$ cat src/sfpd_pkg.sv
// ----------------------------------------------------------------------------
// sfpd_pkg
// Shared types and constants of the sync-framed packet deframer.
// ----------------------------------------------------------------------------
package sfpd_pkg;

    localparam logic [7:0] SYNC_FIRST  = 8'hA5;
    localparam logic [7:0] SYNC_SECOND = 8'h5A;
    localparam logic [7:0] END_FIRST   = 8'hCC;
    localparam logic [7:0] END_SECOND  = 8'h33;

    typedef enum logic [2:0] {
        EV_NONE     = 3'd0,
        EV_PAYLOAD  = 3'd1,
        EV_GOOD     = 3'd2,
        EV_SUMERR   = 3'd3,
        EV_BADSTART = 3'd4,
        EV_BADEND   = 3'd5
    } event_t;

    typedef enum logic [2:0] {
        PH_HUNT  = 3'd0,
        PH_SYNC2 = 3'd1,
        PH_LEN   = 3'd2,
        PH_DATA  = 3'd3,
        PH_SUMHI = 3'd4,
        PH_SUMLO = 3'd5,
        PH_END1  = 3'd6,
        PH_END2  = 3'd7
    } phase_t;

    // result of one byte, as handed from the frame tracker to the output stage
    typedef struct packed {
        event_t      event_res;
        logic [7:0]  payload_byte;
        logic [7:0]  payload_index;
        logic [7:0]  frame_length;
        logic [15:0] received_sum;
        logic [15:0] computed_sum;
    } result_t;

endpackage

$ cat src/sfpd_if.sv
// ----------------------------------------------------------------------------
// sfpd_if
// Valid/ready channels of the deframer: received bytes in, results out.
// ----------------------------------------------------------------------------
interface sfpd_byte_if;
    logic       valid;
    logic       ready;
    logic [7:0] rx_byte;

    modport source (output valid, output rx_byte, input ready);
    modport sink   (input valid, input rx_byte, output ready);
endinterface

interface sfpd_event_if;
    logic        valid;
    logic        ready;
    logic [2:0]  event_res;
    logic [7:0]  payload_byte;
    logic [7:0]  payload_index;
    logic [7:0]  frame_length;
    logic [15:0] received_sum;
    logic [15:0] computed_sum;

    modport source (output valid, output event_res, output payload_byte,
                    output payload_index, output frame_length,
                    output received_sum, output computed_sum, input ready);
    modport sink   (input valid, input event_res, input payload_byte,
                    input payload_index, input frame_length,
                    input received_sum, input computed_sum, output ready);
endinterface

$ cat src/sync_framed_packet_deframer.sv
// ----------------------------------------------------------------------------
// sync_framed_packet_deframer
// Deframes A5 5A / length / payload / checksum / CC 33 frames from a byte
// stream, one result request for every received byte.
// ----------------------------------------------------------------------------
//  channel   dir  request fields
//  byte_ch   in   rx_byte
//  event_ch  out  event_res, payload_byte, payload_index, frame_length,
//                 received_sum, computed_sum
//
//  One byte per cycle while the output register is empty or event_ch.ready
//  is high; its result appears in the output register in the cycle after
//  it is taken, when the frame tracker updates. A pending result does not
//  block input while event_ch.ready is high. Reset puts the tracker in the
//  hunt for the first sync byte and empties the output register.
// ----------------------------------------------------------------------------
module sync_framed_packet_deframer
    import sfpd_pkg::*;
(
    input  logic               clk,
    input  logic               rst_n,
    sfpd_byte_if.sink          byte_ch,
    sfpd_event_if.source       event_ch
);

    result_t step_res;
    result_t res_reg;
    logic    out_valid_reg, out_valid_next;
    logic    take;

    assign byte_ch.ready  = !out_valid_reg || event_ch.ready;
    assign take           = byte_ch.valid && byte_ch.ready;
    assign out_valid_next = take || (out_valid_reg && !event_ch.ready);

    sfpd_tracker u_tracker (
        .clk     (clk),
        .rst_n   (rst_n),
        .take    (take),
        .rx_byte (byte_ch.rx_byte),
        .res     (step_res)
    );

    always_ff @(posedge clk or negedge rst_n)
    begin
        if (!rst_n)
            out_valid_reg <= 1'b0;
        else
            out_valid_reg <= out_valid_next;
    end

    always_ff @(posedge clk)
    begin
        if (take)
            res_reg <= step_res;
    end

    assign event_ch.valid         = out_valid_reg;
    assign event_ch.event_res     = res_reg.event_res;
    assign event_ch.payload_byte  = res_reg.payload_byte;
    assign event_ch.payload_index = res_reg.payload_index;
    assign event_ch.frame_length  = res_reg.frame_length;
    assign event_ch.received_sum  = res_reg.received_sum;
    assign event_ch.computed_sum  = res_reg.computed_sum;

endmodule

$ cat src/sfpd_tracker.sv
// ----------------------------------------------------------------------------
// sfpd_tracker
// Frame state machine and checksum datapath; produces the result of the
// byte presented and updates its state when that byte is taken.
// ----------------------------------------------------------------------------
module sfpd_tracker
    import sfpd_pkg::*;
(
    input  logic       clk,
    input  logic       rst_n,
    input  logic       take,
    input  logic [7:0] rx_byte,
    output result_t    res
);

    phase_t      phase_reg, phase_next;
    logic [15:0] sum_reg, sum_next;
    logic [7:0]  len_reg, len_next;
    logic [7:0]  taken_reg, taken_next;
    logic [15:0] sent_reg, sent_next;
    logic [7:0]  taken_inc;
    logic        finish;

    assign taken_inc = taken_reg + 8'd1;

    // next phase
    always_comb
    begin
        phase_next = phase_reg;
        unique case (phase_reg)
            PH_HUNT:  if (rx_byte == SYNC_FIRST) phase_next = PH_SYNC2;
            PH_SYNC2: phase_next = (rx_byte == SYNC_SECOND) ? PH_LEN : PH_HUNT;
            PH_LEN:   phase_next = (rx_byte == 8'd0) ? PH_SUMHI : PH_DATA;
            PH_DATA:  if (taken_inc >= len_reg) phase_next = PH_SUMHI;
            PH_SUMHI: phase_next = PH_SUMLO;
            PH_SUMLO: phase_next = PH_END1;
            PH_END1:  phase_next = (rx_byte == END_FIRST) ? PH_END2 : PH_HUNT;
            PH_END2:  phase_next = PH_HUNT;
            default:  phase_next = PH_HUNT;
        endcase
    end

    // result and datapath updates
    always_comb
    begin
        res            = '0;
        res.event_res  = EV_NONE;
        finish         = 1'b0;
        sum_next       = sum_reg;
        len_next       = len_reg;
        taken_next     = taken_reg;
        sent_next      = sent_reg;
        unique case (phase_reg)
            PH_HUNT:
            begin
                if (rx_byte == SYNC_FIRST)
                    sum_next = '0;
                else
                    res.event_res = EV_BADSTART;
            end
            PH_SYNC2:
            begin
                if (rx_byte != SYNC_SECOND)
                begin
                    res.event_res = EV_BADSTART;
                    finish        = 1'b1;
                end
            end
            PH_LEN:
            begin
                len_next   = rx_byte;
                sum_next   = {8'd0, rx_byte};
                taken_next = '0;
            end
            PH_DATA:
            begin
                sum_next          = sum_reg + {8'd0, rx_byte};
                res.event_res     = EV_PAYLOAD;
                res.payload_byte  = rx_byte;
                res.payload_index = taken_reg;
                taken_next        = taken_inc;
            end
            PH_SUMHI: sent_next = {rx_byte, 8'd0};
            PH_SUMLO: sent_next = sent_reg + {8'd0, rx_byte};
            PH_END1:
            begin
                if (rx_byte != END_FIRST)
                begin
                    res.event_res = EV_BADEND;
                    finish        = 1'b1;
                end
            end
            PH_END2:
            begin
                if (rx_byte == END_SECOND)
                begin
                    res.event_res    = (sent_reg == sum_reg) ? EV_GOOD : EV_SUMERR;
                    res.received_sum = sent_reg;
                end
                else
                begin
                    res.event_res = EV_BADEND;
                end
                finish = 1'b1;
            end
            default: finish = 1'b1;
        endcase
        // result shows the frame just ended, state is then cleared
        res.frame_length = len_next;
        res.computed_sum = sum_next;
        if (finish)
        begin
            sum_next   = '0;
            len_next   = '0;
            taken_next = '0;
            sent_next  = '0;
        end
    end

    always_ff @(posedge clk or negedge rst_n)
    begin
        if (!rst_n)
        begin
            phase_reg <= PH_HUNT;
            sum_reg   <= '0;
            len_reg   <= '0;
            taken_reg <= '0;
            sent_reg  <= '0;
        end
        else if (take)
        begin
            phase_reg <= phase_next;
            sum_reg   <= sum_next;
            len_reg   <= len_next;
            taken_reg <= taken_next;
            sent_reg  <= sent_next;
        end
    end

endmodule

$ cat src/flat_wrapper.sv
// flat-port wrapper written by rule: the top's interface ports become plain ports
module sync_framed_packet_deframer_flat import sfpd_pkg::*;
  (clk, rst_n, byte_ch_valid, byte_ch_rx_byte, byte_ch_ready, event_ch_valid, event_ch_event_res, event_ch_payload_byte, event_ch_payload_index, event_ch_frame_length, event_ch_received_sum, event_ch_computed_sum, event_ch_ready);
  sfpd_byte_if byte_ch_i ();
  sfpd_event_if event_ch_i ();
  input  logic clk;
  input  logic rst_n;
  input wire logic [$bits(byte_ch_i.valid)-1:0] byte_ch_valid;
  input wire logic [$bits(byte_ch_i.rx_byte)-1:0] byte_ch_rx_byte;
  output wire logic [$bits(byte_ch_i.ready)-1:0] byte_ch_ready;
  output wire logic [$bits(event_ch_i.valid)-1:0] event_ch_valid;
  output wire logic [$bits(event_ch_i.event_res)-1:0] event_ch_event_res;
  output wire logic [$bits(event_ch_i.payload_byte)-1:0] event_ch_payload_byte;
  output wire logic [$bits(event_ch_i.payload_index)-1:0] event_ch_payload_index;
  output wire logic [$bits(event_ch_i.frame_length)-1:0] event_ch_frame_length;
  output wire logic [$bits(event_ch_i.received_sum)-1:0] event_ch_received_sum;
  output wire logic [$bits(event_ch_i.computed_sum)-1:0] event_ch_computed_sum;
  input wire logic [$bits(event_ch_i.ready)-1:0] event_ch_ready;
  assign byte_ch_i.valid = byte_ch_valid;
  assign byte_ch_i.rx_byte = byte_ch_rx_byte;
  assign byte_ch_ready = byte_ch_i.ready;
  assign event_ch_valid = event_ch_i.valid;
  assign event_ch_event_res = event_ch_i.event_res;
  assign event_ch_payload_byte = event_ch_i.payload_byte;
  assign event_ch_payload_index = event_ch_i.payload_index;
  assign event_ch_frame_length = event_ch_i.frame_length;
  assign event_ch_received_sum = event_ch_i.received_sum;
  assign event_ch_computed_sum = event_ch_i.computed_sum;
  assign event_ch_i.ready = event_ch_ready;
  sync_framed_packet_deframer u_core (.clk(clk), .rst_n(rst_n), .byte_ch(byte_ch_i), .event_ch(event_ch_i));
endmodule
$ cat config.mk
export PLATFORM = sky130hd
export DESIGN_NAME = sync_framed_packet_deframer_flat
export DESIGN_NICKNAME = d
export VERILOG_FILES = /design/src/sfpd_pkg.sv /design/src/sfpd_if.sv /design/src/sync_framed_packet_deframer.sv /design/src/sfpd_tracker.sv /design/src/flat_wrapper.sv
export SDC_FILE = /design/constraint.sdc
export NUM_CORES = 1
export LEC_CHECK = 0
export ABC_CLOCK_PERIOD_IN_PS = 8900
export BUFFER_PORTS_ARGS = -buffer_cell sky130_fd_sc_hd__buf_2
export CORE_UTILIZATION = 35
export DETAILED_ROUTE_END_ITERATION = 10
export GPL_TIMING_DRIVEN = 0
export PLACE_DENSITY = 0.63
export SYNTH_ARGS = -nofsm -noshare
export SYNTH_HDL_FRONTEND = slang
export SYNTH_SLANG_ARGS = --single-unit
$ cat constraint.sdc
create_clock -name clk -period 8.9 [get_ports clk]
set_clock_uncertainty 0.05 [all_clocks]
set_input_delay 0.445 -clock clk [delete_from_list [all_inputs] [get_ports clk]]
set_output_delay 0.445 -clock clk [all_outputs]
set_load 0.05 [all_outputs]
==> summary.md, run 1 <==
| Metric | Value |
|---|---|
| Run status | `completed` |
| Core Box Area | `0.0167 sq mm` |
| Die Y | `about 130 um` |
| Cell area after synthesis | `0.00602 sq mm` |
| Number of sinks handled by clock tree synthesis | `about 110` |
| Slew Limit Fails | `0` |
| IO Count | `between 70 and 80` |
| Number of storage elements in the synthesis netlist | `between 100 and 150` |
| Area of the multi-input gates | `roughly 0.0028 sq mm` |
| Routed length per instance | `~18 um` |
| First-pass GRT wire length | `around 25 mm` |
| Count of warnings emitted by yosys | `0` |
| Fraction of layout cells with a size suffix above 1 | `around 17%` |
| Power after layout | `about 2000 uW` |
| Library cell occupying the most area in the post-synthesis netlist | `edfxtp_1` |
| Number of filler cells placed in the layout | `1,588` |
| Sequential cell area fraction in the yosys report | `between 50 and 60%` |
| Cells after synthesis | `between 500 and 600` |
| Number of antenna violations at the first check in global routing | `0` |
| Min Tclk post-route | `between 3 and 4 ns` |
| Number of clock buffers inserted by TritonCTS | `9` |
| Worst relative slew slack | `between 30% and 40%` |
| DRC violation total after the first TritonRoute iteration | `between 400 and 500` |
| Via count of the first global-routing pass | `approximately 4,800` |
| Clock latency on the worst-skew pair | `0.36 ns` |
| Startpoint of the most critical register-to-register path | `u_core.u_tracker.taken_reg[0]` |
| Clk network pwr share | `between 20% and 30%` |
| Signal arrival time at the worst endpoint | `roughly 3.7 ns` |
| Master cell of the clock root buffer | `clkbuf_16` |
| Proportion of synthesized flip-flops having asynchronous set or reset | `around 47%` |
| Area added between synthesis and finish | `16.4%` |
| Number of buffers added on ports | `72` |
| CP Max Fanout | `7` |
| Power density over the cells | `~280 mW/mm^2` |
| DRC viols | `0` |
| Kind of path behind the tightest hold check | `in -> async` |
| Largest net degree at the start of global routing | `a little under 70` |
| Sequential cell area | `0.00307 sq mm` |
| TritonCTS clock tree | `done` |
| Cts-stage hold buffer count | `0` |
| Type of origin of the critical path | `flip-flop` |
| Predominant post-synthesis flop cell | `edfxtp_1` |
| Int Power | `around 1200 uW` |
| Vias per cell | `about 5.6` |
| Tcrit/Tclk final | `approximately two fifths` |
| Post-synth cell types | `63` |
| Floorplan row count | `47` |
| Initial cell density of the core | `between 30 and 40%` |
| Routed vias | `roughly 4,900` |
| Required time of the worst setup path | `roughly 9.1 ns` |
| Clock slew at the register clock pins of the worst setup and hold paths | `0.07 ns` |
| Static leakage power | `roughly 0.0030 uW` |
| Max clock buf depth | `2` |
| Total of max-cap violations | `0` |
| Area share of the leading cell type in the synthesized netlist | `between 20% and 30%` |
| Remaining global-route overflow | `0` |
| EDFF count, synth | `between 50 and 60` |
| # Post-CTS Setup Buffers | `0` |
| Fraction of power consumed by sequential logic | `between 30 and 40%` |
| Area of the die | `~0.018 sq mm` |
| Worst vdd ir | `roughly 0.00012 V` |
| Die Span X | `between 100 and 150 um` |
| Total net switching power | `794 uW` |
| Max Fclk | `283 MHz` |
| Final Hold Fails | `0` |
| Unrepaired setup endpoints after global routing | `false` |
| Type of element capturing the critical path | `flip-flop` |
| Number of resized instances in the post-cts repair step | `0` |
| Detailed-route wire length | `approximately 16 mm` |
| Number of antenna cells inserted | `0` |
| CP Launch Point | `u_core.u_tracker.taken_reg[0]` |
| Fraction of power spent switching nets | `between 30% and 40%` |
| Gr usage total | `around 18%` |
| Global placer's final weighted congestion | `0.926` |
| CTS H-Tree Depth | `3` |
| Net count after synthesis | `601` |
| Post-detailed-placement half-perimeter wirelength | `11.5 mm` |
| First-pass iteration count of the detailed router | `5` |
| Number of nets still failing antenna checks after routing | `0` |
| WS Path Type | `reg -> reg` |
| Final number of setup-violating endpoints | `0` |
| Final layout net count | `between 600 and 700` |
| Fraction of power consumed by combinational cells | `39.8%` |
| Top area cells in the synthesized netlist | `edfxtp_1 (29%), dfrtp_1 (22%), ha_1 (5.2%), o21ai_0 (3.6%), nand2_1 (3.6%)` |
| Post-Route Setup TNS | `0 ns` |
| Transition time of the tightest slew-check pin | `slightly above 1 ns` |
| Syn avg cell area | `10.7 sq um` |
logic make-up after synthesis:
group | share of synthesized area [%]
multiplexers | 0.187
adder cells (fa/ha/maj) | 5.86
buffers and inverters | 3.10
flip-flops | 51.0
AND/OR/NAND/NOR | 16.0
AO/OA/AOI/OAI | 19.5
XOR/XNOR | 4.36
critical path, cell delays in order, from the launching register on:
cell and delay, ns:
dfrtp_1 0.47, and3_1 0.23, and3_1 0.20, and3_1 0.19, xor2_1 0.23, ha_1 0.30
nand4_1 0.10, nor2_1 0.05, a2111oi_0 0.89, nor2_1 0.23, nand2_1 0.16, mux2_2 0.34
power groups by stage:
| stage | clock network [uW] | registers (uW) | logic [uW] |
|---|---|---|---|
| final | 466 | 733 | 792 |
| after global routing | 491 | 744 | 864 |
| after global placement | 0 | 741 | 757 |
| after floorplan | 0 | 814 | 495 |
| after detailed placement | 0 | 740 | 782 |
| after CTS | 472 | 731 | 788 |
worst paths after layout:
path,end,slack [ns],cells past startpoint
min,u_core.u_tracker.taken_reg[1],0.1,1
max in group asynchronous,u_core.u_tracker.sent_reg[11],8.22,1
max reg2reg,u_core.u_tracker.phase_reg[0],5.36,11
min in group clk,u_core.event_ch.valid,0.24,2
max,u_core.u_tracker.phase_reg[0],5.36,11
min reg2reg,u_core.u_tracker.len_reg[6],0.46,1
cells in the mapped netlist (3+ instances only):
cell,count
nor2b_1,3
inv_1,20
o41ai_1,5
o21ai_1,6
o21a_1,6
o311ai_1,4
o211ai_1,6
o21ai_0,43
nand4_1,7
ha_1,25
buf_1,3
a21oi_1,12
and2_1,14
o221a_2,3
o21bai_1,4
nor3_1,12
xnor2_1,22
nand3_1,16
clkbuf_1,16
nor2_1,29
a22o_1,19
nor4_1,5
o31ai_1,7
and3_1,22
edfxtp_1,59
a211oi_1,11
nand2b_1,6
nand2_1,57
or3_1,4
xor2_1,8
dfrtp_1,52
a31oi_1,3
a21o_1,11
buf_2,5
placed cells by master (no fill, tap or decap), types with 7 or more instances in the layout:
cell type / n
clkbuf_1: 15
o21ai_0: 43
nor3_1: 12
a21o_1: 11
nand3_1: 16
ha_1: 25
inv_1: 20
and3_1: 22
xnor2_1: 22
clkbuf_16: 9
xor2_1: 8
nand4_1: 7
and2_1: 14
nand2_1: 57
edfxtp_1: 59
a22o_1: 19
buf_2: 76
a21oi_1: 12
o31ai_1: 7
dfrtp_1: 52
nor2_1: 29
a211oi_1: 11
stage by stage:
step           setup WS, ns  utilization (%)  cells  hold WS, ns  area [sq um]
2_1_floorplan          4.68                -    562       0.0994          6020
3_3_place_gp           3.94             39.9    854        0.438          6660
3_5_place_dp           5.39             39.9    854        0.444          6660
4_1_cts                5.36             41.9    870        0.228          7000
5_1_grt                5.21             41.9    870        0.154          7010
6_report               5.36             41.9    870       0.0960          7010
layout make-up:
type / instances / share of cell area, %
sequential: 111 / 43.9
buffer: 25 / 1.59
multi-input combinational: 405 / 39.4
tap: 220 / 3.93
clock inverter: 7 / 1.68
inverter: 21 / 1.13
timing repair buffer: 72 / 5.18
clock buffer: 9 / 3.21
routing by layer:
metal	wire length [um]	vias up	global-route usage, %	share of wire [%]
li1	-	2282	-	-
met4	522	0	8.96	3.3
met5	0	-	0	0
met2	7530	191	29.7	47
met3	1010	41	2.97	6.4
met1	6860	2355	24.0	43
(Power assumes the default switching activity.)
==> inputs of run 2 (changes only) <==
Settings changed: ABC_AREA set to 1, ABC_CLOCK_PERIOD_IN_PS 8900 to 2900, PLACE_DENSITY 0.63 to 0.64.
Clock period 8.9 ns to 2.9 ns, I/O delays scaled along.
==> summary.md, run 2 <==
| Metric | Value |
|---|---|
| CP Launch Point | `u_core.u_tracker.sum_reg[0]` |
| Post-Route Setup TNS | `0 ns` |
| Number of clock buffers inserted by TritonCTS | `9` |
| Fraction of layout cells with a size suffix above 1 | `between 10% and 20%` |
| Largest delay share family, worst path | `adder cells` |
| Via count of the first global-routing pass | `about 5,300` |
| Area share of the leading cell type in the synthesized netlist | `a little over a quarter` |
| Static leakage power | `0.00365 uW` |
| Final Hold Fails | `0` |
| Register-to-register path setup slack | `~0.48 ns` |
| DRC violation total after the first TritonRoute iteration | `approximately 480` |
| Source of the worst hold timing path | `byte_ch_rx_byte[6]` |
| Post-synth cell types | `42` |
| Critical path destination | `u_core.event_ch.computed_sum[12]` |
| Number of antenna cells inserted | `0` |
| Count of warnings emitted by yosys | `0` |
| Top area cells in the synthesized netlist | `edfxtp_1 (27%), dfrtp_1 (20%), nand2_1 (16%), inv_1 (6.3%), ha_1 (4.8%)` |
| TritonCTS clock tree | `done` |
| Number of storage elements in the synthesis netlist | `about 110` |
| Global Route met1 Usage | `between 20 and 30%` |
| Proportion of synthesized flip-flops having asynchronous set or reset | `between 40 and 50%` |
| Met3 Track Usage GR | `2.90%` |
| Most numerous cell in the Yosys netlist | `nand2_1` |
| WS Path Type | `reg -> reg` |
| Net count after synthesis | `slightly below 900` |
| Total of max-cap violations | `0` |
| End of the worst register-to-register path | `u_core.event_ch.computed_sum[12]` |
| Clock latency on the worst-skew pair | `around 0.37 ns` |
| Worst relative slew slack | `about two fifths` |
| Max Fclk | `roughly 410 MHz` |
| Fraction of met2 tracks used by global routing | `between 20% and 30%` |
| Number of buffers added on ports | `about 70` |
| Max clock buf depth | `2` |
| Gr usage total | `18.2%` |
| Number of antenna violations at the first check in global routing | `0` |
| Signal arrival time at the worst endpoint | `between 2 and 3 ns` |
| First-pass iteration count of the detailed router | `8` |
| Area added between synthesis and finish | `15.2%` |
| Library cell occupying the most area in the post-synthesis netlist | `edfxtp_1` |
| Die Y | `~140 um` |
| Top cell by count, worst path | `inv_1` |
| Global-route layer with the greatest usage | `met2` |
| Number of cells on the worst hold path | `3` |
| DRC viols | `5` |
| Syn avg cell area | `~7.9 sq um` |
| EDFF count, synth | `approximately 60` |
| Buffer and inverter count on the worst path | `3` |
| Post-detailed-placement half-perimeter wirelength | `between 10 and 15 mm` |
| Commonest cells after routing, fill and taps aside | `nand2_1 (279), inv_1 (110), nor2_1 (83)` |
| Die Span X | `139 um` |
| Transition time of the tightest slew-check pin | `~0.91 ns` |
| Unrepaired setup endpoints after global routing | `false` |
| Most common cell after layout, fill and taps aside | `nand2_1` |
| List of cells traversed by the critical path | `ha_1 > inv_1 > fa_1 > inv_1 > nand2_1 > a21oi_1 > nand3_1 > o21ai_0 > o21ai_1 > nand2_1 > inv_1` |
| Kind of path behind the tightest hold check | `in -> reg` |
| Required time of the worst setup path | `slightly below 3 ns` |
| Number of nets still failing antenna checks after routing | `0` |
| Routed vias | `5,639` |
| Violations in the final reports | `design-rule violations` |
| Master cell of the clock root buffer | `clkbuf_16` |
| Type of element capturing the critical path | `flip-flop` |
| Min Tclk post-route | `roughly 2.4 ns` |
| Stages on worst setup path | `11` |
| CTS H-Tree Depth | `3` |
| Post-route cell area | `about 0.0076 sq mm` |
| Detailed-route wire length | `around 17 mm` |
| Core Box Area | `roughly 0.018 sq mm` |
| Initial cell density of the core | `a little over a third` |
| Cell area after synthesis | `about 0.0066 sq mm` |
| Run status | `complete, but fails checks` |
| Number of sinks handled by clock tree synthesis | `between 100 and 150` |
| Slew Limit Fails | `0` |
| Slowest CP cell | `dfrtp_1` |
| Largest net degree at the start of global routing | `between 60 and 70` |
| Number of resized instances in the post-cts repair step | `0` |
| Tcrit/Tclk final | `a little over four fifths` |
| Number of filler cells placed in the layout | `between 1,500 and 2,000` |
| CP Max Fanout | `4` |
| Placed Instance Area | `0.00723 sq mm` |
| Remaining global-route overflow | `0` |
| Cells after synthesis | `~840` |
| Area of the die | `between 0.015 and 0.02 sq mm` |
| Global placer's final weighted congestion | `0.911` |
| Clock slew at the register clock pins of the worst setup and hold paths | `around 0.080 ns` |
| IO Count | `73` |
| Power density over the cells | `516 mW/mm^2` |
| First-pass GRT wire length | `approximately 27 mm` |
| Startpoint of the most critical register-to-register path | `u_core.u_tracker.sum_reg[0]` |
| Final layout net count | `around 960` |
| Top post-synthesis cells by count | `nand2_1 (279), inv_1 (110), nor2_1 (83), edfxtp_1 (59), nand3_1 (58)` |
| Sequential cell area fraction in the yosys report | `a little under half` |
| Final number of setup-violating endpoints | `0` |
| Utilization after layout | `between 40% and 50%` |
| Worst vdd ir | `0.000283 V` |
| Routed length per instance | `about 14 um` |
| Predominant post-synthesis flop cell | `edfxtp_1` |
| Crit path largest cell delay | `approximately 0.46 ns` |
| Floorplan row count | `49` |
| Type of origin of the critical path | `flip-flop` |
| Vias per cell | `slightly below 5` |
| Reg2Reg Depth | `11` |
-- run 2: changes by cell type after synthesis, sizes merged, moves of 11 or more --
cell / previous run / this run
a22o: 19 / 0
clkbuf: 16 / 1
a21o: 11 / 0
inv: 21 / 119
a211oi: 11 / 0
o21ai: 49 / 35
nand3: 16 / 60
xnor2: 22 / 11
and3: 23 / 0
nor2: 29 / 92
nand4: 7 / 20
nand2: 57 / 287
-- run 2: logic make-up after synthesis --
| family | after synthesis | synth area share, % |
|---|---|---|
| xor+xnor | 16 | 2.13 |
| buf+inv | 138 | 8.86 |
| simple gates | 480 | 31.2 |
| fa+ha+maj | 27 | 5.36 |
| compound gates | 64 | 5.74 |
| flops | 111 | 46.7 |
-- run 2: through the flow --
| step | worst slack [ns] | hold WS (ns) | cells | power (uW) |
|---|---|---|---|---|
| 3_5_place_dp | 0.559 | 0.303 | 1137 | 2560 |
| 5_1_grt | 0.229 | 0.195 | 1156 | 4060 |
| 3_3_place_gp | 0.160 | 0.300 | 1137 | 2560 |
| 6_report | 0.479 | 0.181 | 1156 | 3910 |
| 4_1_cts | 0.522 | 0.0455 | 1155 | 3940 |
| 2_1_floorplan | 0.103 | -0.201 | 836 | 2350 |
-- run 2: worst min-delay path by stage --
stage / end / slack (ns)
2_1_floorplan: u_core.event_ch.valid / -0.20
3_3_place_gp: u_core.event_ch.valid / 0.30
3_5_place_dp: u_core.event_ch.valid / 0.30
4_1_cts: u_core.event_ch.valid / 0.05
5_1_grt: u_core.event_ch.payload_byte[6] / 0.19
6_report: u_core.event_ch.payload_byte[6] / 0.18
-- run 2: layer usage --
metal  share of wire (%)  routed length [um]  up-vias
met2                  44                7330      171
met4                 2.2                 372        0
met1                  48                8010     2598
met5                   0                   0        -
li1                    -                   -     2849
met3                 5.4                 905       21
-- run 2: tightest hold or removal path: stages --
cell,delay [ns]
buf_2,0.18
inv_1,0.08
nor2_1,0.04
-- run 2: power breakdown --
part,total (uW),leakage (uW),switching [uW],internal [uW]
Clock,1380,0.000155,616,769
Sequential,1760,0.00131,27.8,1730
Combinational,770,0.00219,574,197
-- run 2: layout make-up --
class	count	area, sq um	share of cell area [%]
Buffer	19	136	1.80
Clock buffer	11	233	3.07
Clock inverter	5	86.3	1.14
Inverter	119	449	5.93
Multi-Input combinational cell	587	2920	38.6
Sequential cell	111	3070	40.5
Tap cell	229	287	3.78
Timing Repair Buffer	75	393	5.18
-- run 2: what timing repair did --
action                                 in CTS  in global routing
endpoints found under the hold margin       1                 52
hold buffers                                2                  1
setup buffers                               0                  0
==> inputs of run 3 (changes only) <==
Settings changed: ABC_CLOCK_PERIOD_IN_PS 2900 to 2400, PLACE_DENSITY 0.64 to 0.62.
Clock period 2.9 ns to 2.4 ns, I/O delays scaled along.
==> summary.md, run 3 (same netlist as run 2, synthesis figures left out) <==
| Metric | Value |
|---|---|
| Tcrit/Tclk final | `a little over nine tenths` |
| Number of sinks handled by clock tree synthesis | `111` |
| Type of origin of the critical path | `flip-flop` |
| Area added between synthesis and finish | `16.5%` |
| Final Hold Fails | `0` |
| Post-detailed-placement half-perimeter wirelength | `about 12 mm` |
| Run status | `complete, but fails checks` |
| CP Max Fanout | `4` |
| Sequential cell area | `between 0.003 and 0.004 sq mm` |
| First-pass iteration count of the detailed router | `10` |
| WS Path Type | `reg -> reg` |
| Routed length per instance | `roughly 15 um` |
| Violations in the final reports | `design-rule violations` |
| Signal arrival time at the worst endpoint | `about 2.3 ns` |
| Required time of the worst setup path | `2.47 ns` |
| IO Count | `between 70 and 80` |
| Power density over the cells | `around 600 mW/mm^2` |
| Clock latency on the worst-skew pair | `about 0.37 ns` |
| Number of clock buffers inserted by TritonCTS | `9` |
| Commonest cells after routing, fill and taps aside | `nand2_1 (275), inv_1 (110), nor2_1 (82)` |
| CTS H-Tree Depth | `3` |
| DRC violation total after the first TritonRoute iteration | `between 400 and 500` |
| Vias per cell | `slightly below 5` |
| Area of the die | `around 0.019 sq mm` |
| Max clock buf depth | `2` |
| Type of element capturing the critical path | `flip-flop` |
| Number of placed cells counting well taps | `about 1,100` |
| Power after layout | `between 4000 and 5000 uW` |
| Utilization after layout | `between 40% and 50%` |
| Largest net degree at the start of global routing | `a little under 70` |
| Remaining global-route overflow | `0` |
| Via count of the first global-routing pass | `5,273` |
| Number of antenna cells inserted | `0` |
| Number of antenna violations at the first check in global routing | `0` |
| Placed Instance Area | `approximately 0.0072 sq mm` |
| Worst relative slew slack | `between 40% and 50%` |
| Master cell of the clock root buffer | `clkbuf_16` |
| Kind of path behind the tightest hold check | `in -> reg` |
| Clock slew at the register clock pins of the worst setup and hold paths | `0.08 ns` |
| Max Fclk | `between 400 and 500 MHz` |
| Fraction of layout cells with a size suffix above 1 | `18.0%` |
| Global placer's final weighted congestion | `about 0.9` |
| Die Span X | `139 um` |
| Area of the multi-input gates | `about 0.0030 sq mm` |
| Final layout net count | `964` |
| Register-to-register path setup slack | `0.15 ns` |
| Gr usage total | `18.4%` |
| Most common cell after layout, fill and taps aside | `nand2_1` |
| Unrepaired setup endpoints after global routing | `true` |
| TritonCTS clock tree | `done` |
| Transition time of the tightest slew-check pin | `around 0.76 ns` |
| Min Tclk post-route | `2.25 ns` |
| Final cell count without fillers | `1,159` |
| Initial cell density of the core | `36.1%` |
| DRC viols | `5` |
| Worst vdd ir | `~0.00035 V` |
| Die Y | `between 100 and 150 um` |
| Core Box Area | `approximately 0.018 sq mm` |
| Floorplan row count | `49` |
| Number of nets still failing antenna checks after routing | `0` |
| Number of buffers added on ports | `72` |
| First-pass GRT wire length | `27.4 mm` |
| Detailed-route wire length | `approximately 17 mm` |
| Number of filler cells placed in the layout | `~1,800` |
| Slew Limit Fails | `0` |
| Routed vias | `between 5,000 and 6,000` |
| Final number of setup-violating endpoints | `0` |
| Post-route cell area | `approximately 0.0077 sq mm` |
| Static leakage power | `around 0.0037 uW` |
| Total of max-cap violations | `0` |
-- run 3: repair_timing --
action	4_1_cts	5_1_grt
buffers inserted	0	3
setup endpoints to repair	0	8
endpoints found under the hold margin	1	52
hold buffers	2	1
resized for setup	0	21
-- run 3: per-layer routing --
layer  global-route usage (%)  wire, um
met3                     3.21      1080
met2                     29.0      7410
met5                        0         0
met4                     6.32       335
met1                     25.6      8040
-- run 3: power by group --
group	leakage, uW	total, uW	internal (uW)	switching (uW)
logic	0.00222	945	242	703
clock network	0.000147	1530	741	789
registers	0.00130	2130	2090	34.6
total	0.00367	4600	3070	1530
-- run 3: area by class of cell --
class	instances	share of cell area (%)
Buffer	19	1.83
Clock inverter	7	0.963
Clock buffer	9	2.94
Tap cell	229	3.74
Inverter	119	5.86
Multi-Input combinational cell	587	39.1
Timing Repair Buffer	78	5.42
Sequential cell	111	40.1
-- run 3: final timing paths --
check                                                    from                                to  cells past startpoint
worst min register to register  u_core.u_tracker.taken_reg[7]     u_core.u_tracker.taken_reg[7]                      2
max in group asynchronous                               rst_n       u_core.u_tracker.sum_reg[0]                      2
worst max register to register    u_core.u_tracker.sum_reg[0]  u_core.event_ch.computed_sum[14]                     12
worst min-delay path                       byte_ch_rx_byte[6]   u_core.event_ch.payload_byte[6]                      3
worst max-delay path              u_core.u_tracker.sum_reg[0]  u_core.event_ch.computed_sum[14]                     12
min in group asynchronous                               rst_n             u_core.event_ch.valid                      2
-- run 3: per-stage QoR --
stage                     hold slack [ns]  setup TNS, ns  setup WS, ns
after floorplan                    -0.226              0        0.0761
after global placement              0.271              0        0.0528
after detailed placement            0.286              0        0.0596
after CTS                          0.0423              0        0.0374
after global routing                0.161        -0.0303       -0.0280
final                               0.156              0         0.153
-- run 3: critical path, stage by stage, from the launching register on --
cell     delay [ns]
dfrtp_2        0.39
ha_2           0.22
inv_1          0.06
fa_1           0.38
inv_1          0.08
nand2_1        0.10
nand2_1        0.12
nand3_2        0.10
nand2_2        0.10
nand3_1        0.10
nand2_1        0.08
nand2_1        0.06
and2_1         0.15
